==> src/hw/rtl/sorted_timer_queue_defines.svh <==
// Assertion macros for the sorted timer queue.
`ifndef SORTED_TIMER_QUEUE_DEFINES_SVH
`define SORTED_TIMER_QUEUE_DEFINES_SVH

`ifndef SYNTH
`define STQ_ASSERT_NOW(lbl, clk, rst_n, a, c) \
    lbl: assert property (@(posedge clk) disable iff (!rst_n) (a) |-> (c)) \
        else $error("stq check failed");
`define STQ_ASSERT_NEXT(lbl, clk, rst_n, a, c) \
    lbl: assert property (@(posedge clk) disable iff (!rst_n) (a) |=> (c)) \
        else $error("stq check failed");
`else
`define STQ_ASSERT_NOW(lbl, clk, rst_n, a, c)
`define STQ_ASSERT_NEXT(lbl, clk, rst_n, a, c)
`endif

`endif

==> src/hw/rtl/stq_pkg.sv <==
package stq_pkg;

    localparam int TIME_W      = 64;
    localparam int ID_W        = 6;
    localparam int MAX_RESULTS = 16;
    localparam int RES_W       = 5;
    localparam logic [TIME_W-1:0] TIME_MAX = {TIME_W{1'b1}};

    typedef enum logic [1:0] {
        CMD_ADD    = 2'd0,
        CMD_CANCEL = 2'd1,
        CMD_WAKE   = 2'd2,
        CMD_SET    = 2'd3
    } cmd_t;

    typedef enum logic [1:0] {
        ST_OK      = 2'd0,
        ST_FULL    = 2'd1,
        ST_DUP     = 2'd2,
        ST_MISSING = 2'd3
    } status_t;

    typedef enum logic [2:0] {
        S_IDLE,
        S_SCAN,
        S_EXEC,
        S_RESP,
        S_POP
    } state_t;

    typedef struct packed {
        cmd_t              cmd;
        logic [ID_W-1:0]   id;
        logic              id_bad;
        logic [TIME_W-1:0] tval;
    } op_t;

    typedef struct packed {
        logic valid;
        op_t  op;
    } op_head_t;

endpackage

==> src/hw/rtl/stq_if.sv <==
interface stq_req_if;
    logic        valid;
    logic        ready;
    logic [1:0]  cmd;
    logic [5:0]  sleeper_id;
    logic [63:0] wake_time;
    logic [63:0] now_time;
    logic [63:0] preempt_time;

    modport source (output valid, cmd, sleeper_id, wake_time, now_time, preempt_time,
                    input ready);
    modport sink (input valid, cmd, sleeper_id, wake_time, now_time, preempt_time,
                  output ready);
endinterface


==> src/hw/rtl/stq_front.sv <==
module stq_front #(
    parameter int ID_COUNT = 64
) (
    input  logic            clk,
    input  logic            rst_n,
    stq_req_if.sink         req,
    output stq_pkg::op_head_t head,
    input  logic            pop
);
    import stq_pkg::*;

    op_t        fifo_reg [2];
    logic       wr_ptr_reg, wr_ptr_next;
    logic       rd_ptr_reg, rd_ptr_next;
    logic [1:0] cnt_reg, cnt_next;
    logic       push;
    logic       do_pop;
    op_t        op_in;

    assign req.ready = (cnt_reg != 2'd2);
    assign push      = req.valid && req.ready;
    assign do_pop    = pop && (cnt_reg != 2'd0);

    always_comb
    begin
        op_in.cmd    = cmd_t'(req.cmd);
        op_in.id     = req.sleeper_id;
        op_in.id_bad = (32'(req.sleeper_id) >= ID_COUNT);
        case (cmd_t'(req.cmd))
            CMD_WAKE: op_in.tval = req.now_time;
            CMD_SET:  op_in.tval = req.preempt_time;
            default:  op_in.tval = req.wake_time;
        endcase
    end

    always_comb
    begin
        wr_ptr_next = push ? ~wr_ptr_reg : wr_ptr_reg;
        rd_ptr_next = do_pop ? ~rd_ptr_reg : rd_ptr_reg;
        cnt_next    = cnt_reg + 2'(push) - 2'(do_pop);
    end

    always_ff @(posedge clk or negedge rst_n)
    begin
        if (!rst_n)
        begin
            wr_ptr_reg <= 1'b0;
            rd_ptr_reg <= 1'b0;
            cnt_reg    <= 2'd0;
        end
        else
        begin
            wr_ptr_reg <= wr_ptr_next;
            rd_ptr_reg <= rd_ptr_next;
            cnt_reg    <= cnt_next;
        end
    end

    always_ff @(posedge clk)
    begin
        if (push)
        begin
            fifo_reg[wr_ptr_reg] <= op_in;
        end
    end

    assign head.valid = (cnt_reg != 2'd0);
    assign head.op    = fifo_reg[rd_ptr_reg];

endmodule

==> src/flat_wrapper.sv <==
// flat-port wrapper written by rule: the top's interface ports become plain ports
module stq_front_flat import stq_pkg::*;
#(
    parameter int ID_COUNT = 64
)
  (clk, rst_n, head, pop, req_valid, req_cmd, req_sleeper_id, req_wake_time, req_now_time, req_preempt_time, req_ready);
  stq_req_if req_i ();
  input  logic clk;
  input  logic rst_n;
  output stq_pkg::op_head_t head;
  input  logic pop;
  input wire logic [$bits(req_i.valid)-1:0] req_valid;
  input wire logic [$bits(req_i.cmd)-1:0] req_cmd;
  input wire logic [$bits(req_i.sleeper_id)-1:0] req_sleeper_id;
  input wire logic [$bits(req_i.wake_time)-1:0] req_wake_time;
  input wire logic [$bits(req_i.now_time)-1:0] req_now_time;
  input wire logic [$bits(req_i.preempt_time)-1:0] req_preempt_time;
  output wire logic [$bits(req_i.ready)-1:0] req_ready;
  assign req_i.valid = req_valid;
  assign req_i.cmd = req_cmd;
  assign req_i.sleeper_id = req_sleeper_id;
  assign req_i.wake_time = req_wake_time;
  assign req_i.now_time = req_now_time;
  assign req_i.preempt_time = req_preempt_time;
  assign req_ready = req_i.ready;
  stq_front #(.ID_COUNT(ID_COUNT)) u_core (.clk(clk), .rst_n(rst_n), .req(req_i), .head(head), .pop(pop));
endmodule
==> config.mk <==
export PLATFORM = sky130hd
export DESIGN_NAME = stq_front_flat
export DESIGN_NICKNAME = d
export VERILOG_FILES = /design/src/hw/rtl/sorted_timer_queue_defines.svh /design/src/hw/rtl/stq_pkg.sv /design/src/hw/rtl/stq_if.sv /design/src/hw/rtl/stq_front.sv /design/src/flat_wrapper.sv
export SDC_FILE = /design/constraint.sdc
export NUM_CORES = 1
export LEC_CHECK = 0
export BUFFER_PORTS_ARGS = -buffer_cell sky130_fd_sc_hd__buf_2
export CAP_MARGIN = 10
export CORE_ASPECT_RATIO = 0.75
export CORE_MARGIN = 1
export CORE_UTILIZATION = 45
export CTS_CLUSTER_DIAMETER = 120
export DETAILED_ROUTE_END_ITERATION = 12
export PLACE_DENSITY_LB_ADDON = 0.08
export SLEW_MARGIN = 40
export SYNTH_ARGS = -nofsm -noshare
export SYNTH_HDL_FRONTEND = slang
export SYNTH_SLANG_ARGS = --single-unit
==> constraint.sdc <==
create_clock -name clk -period 4.44 [get_ports clk]
set_input_delay 0.666 -clock clk [delete_from_list [all_inputs] [get_ports clk]]
set_output_delay 0.666 -clock clk [all_outputs]
set_load 0.005 [all_outputs]
==> report_table.html <==
<table>
<tr><th>Metric</th><th>Value</th></tr>
<tr><th colspan="2">Run status</th></tr>
<tr><td>Result of the run</td><td>complete, no violations</td></tr>
<tr><th colspan="2">Logic synthesis</th></tr>
<tr><td>Proportion of synthesized flip-flops having asynchronous set or reset</td><td>2.70%</td></tr>
<tr><td>EDFF count, synth</td><td>~140</td></tr>
<tr><td>Average footprint of a synthesized cell</td><td>about 15 µm²</td></tr>
<tr><td>Net Count, Synth</td><td>664</td></tr>
<tr><td>Distinct cell type count of the synthesized netlist</td><td>22</td></tr>
<tr><td>Leading post-synthesis cells by cell area</td><td>edfxtp_1 (64%), mux2_2 (12%), mux2i_1 (9.4%)</td></tr>
<tr><td>Leading cell types by count after synthesis</td><td>edfxtp_1 (144), mux2_2 (72), nor2_1 (65), a21oi_1 (64), mux2i_1 (64)</td></tr>
<tr><td>Dominant synthesized flop cell</td><td>edfxtp_1</td></tr>
<tr><td>Dominant cell by count in the synthesized netlist</td><td>edfxtp_1</td></tr>
<tr><td>Flops &amp; latches, synth</td><td>~150</td></tr>
<tr><td>Cell taking the most area after synthesis</td><td>edfxtp_1</td></tr>
<tr><td>Syn. warnings</td><td>0</td></tr>
<tr><td>Share of the synthesized area in the top cell type</td><td>a little under two thirds</td></tr>
<tr><td>Post-synthesis cell area</td><td>a little under 7000 µm²</td></tr>
<tr><td>Syn Inst Count</td><td>roughly 460</td></tr>
<tr><td>Part of the Yosys area used for sequential elements</td><td>about two thirds</td></tr>
<tr><th colspan="2">Worst setup path</th></tr>
<tr><td>Count of cells along the worst register-to-register path</td><td>5</td></tr>
<tr><td>Maximum fanout encountered on the critical timing path</td><td>38</td></tr>
<tr><td>R2r endpoint</td><td>u_core.fifo_reg[0][30]</td></tr>
<tr><td>Source of the worst register-to-register timing path</td><td>u_core.cnt_reg[1]</td></tr>
<tr><td>Launching element type of the critical path</td><td>register</td></tr>
<tr><td>Critical path class</td><td>reg2out</td></tr>
<tr><td>CP Data Required Time</td><td>3770 ps</td></tr>
<tr><td>Slack of the worst reg-to-reg path</td><td>between 2000 and 3000 ps</td></tr>
<tr><td>Delay of the slowest cell on the worst path</td><td>slightly below 800 ps</td></tr>
<tr><td>Worst EP arrival</td><td>between 2000 and 2500 ps</td></tr>
<tr><td>Crit path max-delay cell type</td><td>dfrtp_4</td></tr>
<tr><td>Type of element capturing the critical path</td><td>output pin</td></tr>
<tr><td>Cell-by-cell trace of the critical path</td><td>buf_12 &gt; mux2_2 &gt; buf_2</td></tr>
<tr><th colspan="2">Place</th></tr>
<tr><td>Placement Cell Area</td><td>8330 µm²</td></tr>
<tr><td>Quantity of I/O buffers inserted on ports</td><td>277</td></tr>
<tr><td>Routability-driven placement congestion ratio</td><td>between 0.7 and 0.8</td></tr>
<tr><td>Post-placement setup slack</td><td>2150 ps</td></tr>
<tr><td>Number of placed instances, taps included</td><td>911</td></tr>
<tr><td>Detailed Place HPWL</td><td>approximately 9900 µm</td></tr>
<tr><th colspan="2">STA</th></tr>
<tr><td>Period Utilization, post-route</td><td>roughly 62%</td></tr>
<tr><td>Final number of hold-violating endpoints</td><td>0</td></tr>
<tr><td>Worst Tran Pin Value</td><td>a little under 800 ps</td></tr>
<tr><td>Crit path setup slack, layout</td><td>1710 ps</td></tr>
<tr><td>Final max-slew violation count</td><td>0</td></tr>
<tr><td>Setup repair after global routing missed its margin</td><td>false</td></tr>
<tr><td>Worst slew margin relative to its limit</td><td>a little under half</td></tr>
<tr><td>Shortest clock period the worst path allows after layout</td><td>approximately 2700 ps</td></tr>
<tr><td>Worst hold slack across all endpoints</td><td>roughly 51 ps</td></tr>
<tr><td>Endpoints failing setup</td><td>0</td></tr>
<tr><td>Final worst clock skew</td><td>9.94 ps</td></tr>
<tr><td>Max Fclk</td><td>~370 MHz</td></tr>
<tr><td>Final sum of negative setup slack</td><td>0 ps</td></tr>
<tr><th colspan="2">Die</th></tr>
<tr><td>Die X-Extent</td><td>between 100 and 150 µm</td></tr>
<tr><td>Total Die Area</td><td>~16,000 µm²</td></tr>
<tr><td>Number of placement rows</td><td>38</td></tr>
<tr><td>Die Y-Extent</td><td>roughly 110 µm</td></tr>
<tr><td>Number of top-level pins</td><td>between 200 and 300</td></tr>
<tr><td>Initial core utilization</td><td>a little under half</td></tr>
<tr><td>Placeable core area</td><td>~15,000 µm²</td></tr>
<tr><th colspan="2">Clock network</th></tr>
<tr><td>Setup repair bufs after CTS</td><td>0</td></tr>
<tr><td>Number of clock buffers inserted by TritonCTS</td><td>17</td></tr>
<tr><td>Clk slew on worst S/H paths</td><td>roughly 60 ps</td></tr>
<tr><td>Maximum level of the CTS H-tree</td><td>4</td></tr>
<tr><td>Clock latency on the worst-skew pair</td><td>approximately 410 ps</td></tr>
<tr><td>Post-CTS Resized</td><td>0</td></tr>
<tr><td>Clock tree from TritonCTS</td><td>yes</td></tr>
<tr><td>Maximum number of buffers from clock root to sink</td><td>2</td></tr>
<tr><td>Total clock sinks</td><td>about 150</td></tr>
<tr><td>Cts-stage hold buffer count</td><td>0</td></tr>
<tr><td>Clk Tree Root Cell</td><td>clkbuf_16</td></tr>
<tr><th colspan="2">Pwr</th></tr>
<tr><td>VDD IR-drop max</td><td>between 0.3 and 0.4 mV</td></tr>
<tr><td>Areal power density over the cells</td><td>554 nW/µm²</td></tr>
<tr><td>Post-layout power</td><td>about 5.0 mW</td></tr>
<tr><td>Leak Pwr</td><td>approximately 3.8 nW</td></tr>
<tr><th colspan="2">Final layout</th></tr>
<tr><td>Layout cells sized above 1</td><td>52.4%</td></tr>
<tr><td>Synth-to-Final Area Change</td><td>32.0%</td></tr>
<tr><td>Max reg flops</td><td>between 100 and 150</td></tr>
<tr><td>Final Core Density</td><td>between 60% and 70%</td></tr>
<tr><td>N_diodes</td><td>0</td></tr>
<tr><td>Final instance count without filler cells</td><td>roughly 940</td></tr>
<tr><td>Nets</td><td>936</td></tr>
<tr><td>Non-Filler Cell Area, Final</td><td>approximately 9000 µm²</td></tr>
<tr><th colspan="2">Detailed routing</th></tr>
<tr><td>Remaining antenna violation count after routing</td><td>0</td></tr>
<tr><td>Total wirelength of the detailed-routed design</td><td>approximately 14,000 µm</td></tr>
<tr><td>Vias after detailed routing</td><td>~4,600</td></tr>
<tr><td>Iteration-0 DRC count of the detailed router</td><td>about 200</td></tr>
<tr><td>Routed wirelength normalized by instance count</td><td>between 15 and 20 µm</td></tr>
<tr><td>Remaining design rule violation count</td><td>0</td></tr>
<tr><td>Number of vias per cell after detailed routing</td><td>just under 5</td></tr>
<tr><td>Number of search-and-repair iterations in the first detailed-routing pass</td><td>4</td></tr>
<tr><th colspan="2">GRT</th></tr>
<tr><td>Global-route total usage across every layer</td><td>18.5%</td></tr>
<tr><td>Wire length of the first global-routing pass</td><td>21,100 µm</td></tr>
<tr><td>Antenna violations before repair</td><td>1</td></tr>
<tr><td>Leftover overflow at the end of global routing</td><td>0</td></tr>
<tr><td>Number of global-route vias before repair</td><td>between 4,000 and 5,000</td></tr>
<tr><td>Largest net degree at the start of global routing</td><td>~130</td></tr>
<tr><th colspan="2">Worst hold path</th></tr>
<tr><td>Hold WC Path Type</td><td>in2async</td></tr>
<tr><th colspan="2">Run</th></tr>
<tr><td>Max-capacitance violation count</td><td>0</td></tr>
</table>
-- routing by layer --
layer | GRT usage, % | routed length [µm]
met1 | 20.6 | 5900
met2 | 32.9 | 7340
met4 | 9.27 | 144
met3 | 4.78 | 909
met5 | 0 | 0
-- worst max-delay path, delay by kind of cell, from the launching register on --
kind                   cells  cell delay, ps
buffers and inverters      2             420
muxes                      1             390
DFF                        1             790
-- layout make-up --
cell class | instances | area [µm²]
Fill cell | 1196 | 5620
Sequential cell | 148 | 4430
Multi-Input combinational cell | 277 | 2120
Timing Repair Buffer | 283 | 1520
Clock buffer | 23 | 498
Tap cell | 200 | 250
Clock inverter | 9 | 148
Inverter | 3 | 11.3
-- cells in the final DEF, fill, tap and decap left out --
cell type   count
clkbuf_1        1
a21oi_1        64
nor2_1         64
inv_1           3
clkinv_2        4
edfxtp_1      144
nor2_4          1
clkinvlp_4      1
ha_1            2
or2_1           1
buf_16          1
dfrtp_1         3
buf_8           1
nand2b_1        1
and2_1          1
buf_2         275
xnor2_1         3
bufinv_16       4
xor2_1          1
buf_12          4
mux2_2         72
and3_4          1
conb_1          1
mux2i_1        64
buf_6           1
clkbuf_8        6
dfrtp_4         1
nand2_1         1
clkbuf_16      17
-- worst max-delay path by stage --
stage                           start                     to  cells past startpoint
finish              u_core.rd_ptr_reg                head[2]                      3
global route        u_core.rd_ptr_reg                head[2]                      3
CTS                 u_core.rd_ptr_reg               head[66]                      3
detailed placement  u_core.rd_ptr_reg               head[66]                      3
global placement    u_core.rd_ptr_reg               head[66]                      2
floorplan                   req_valid  u_core.fifo_reg[0][0]                      2
-- cell families (layout without fill, tap and decap cells) --
kind of cell | count (synthesis) | after routing | share of synthesized area, %
buffers and inverters | 33 | 318 | 4.01
XOR/XNOR | 4 | 4 | 0.515
other | 1 | 1 | 0.0551
flip-flops | 148 | 148 | 65.0
AO/OA/AOI/OAI | 64 | 64 | 4.71
adder cells (fa/ha/maj) | 2 | 2 | 0.368
multiplexers | 136 | 136 | 21.3
AND/OR/NAND/NOR | 70 | 70 | 4.01
-- report_power, final --
| part | internal (mW) | total (mW) | switching [mW] |
|---|---|---|---|
| Sequential | 1.93 | 2.07 | 0.143 |
| Combinational | 0.728 | 1.38 | 0.649 |
| Clock | 1.01 | 1.53 | 0.517 |
Note: power is estimated with default switching activity, not from simulation.
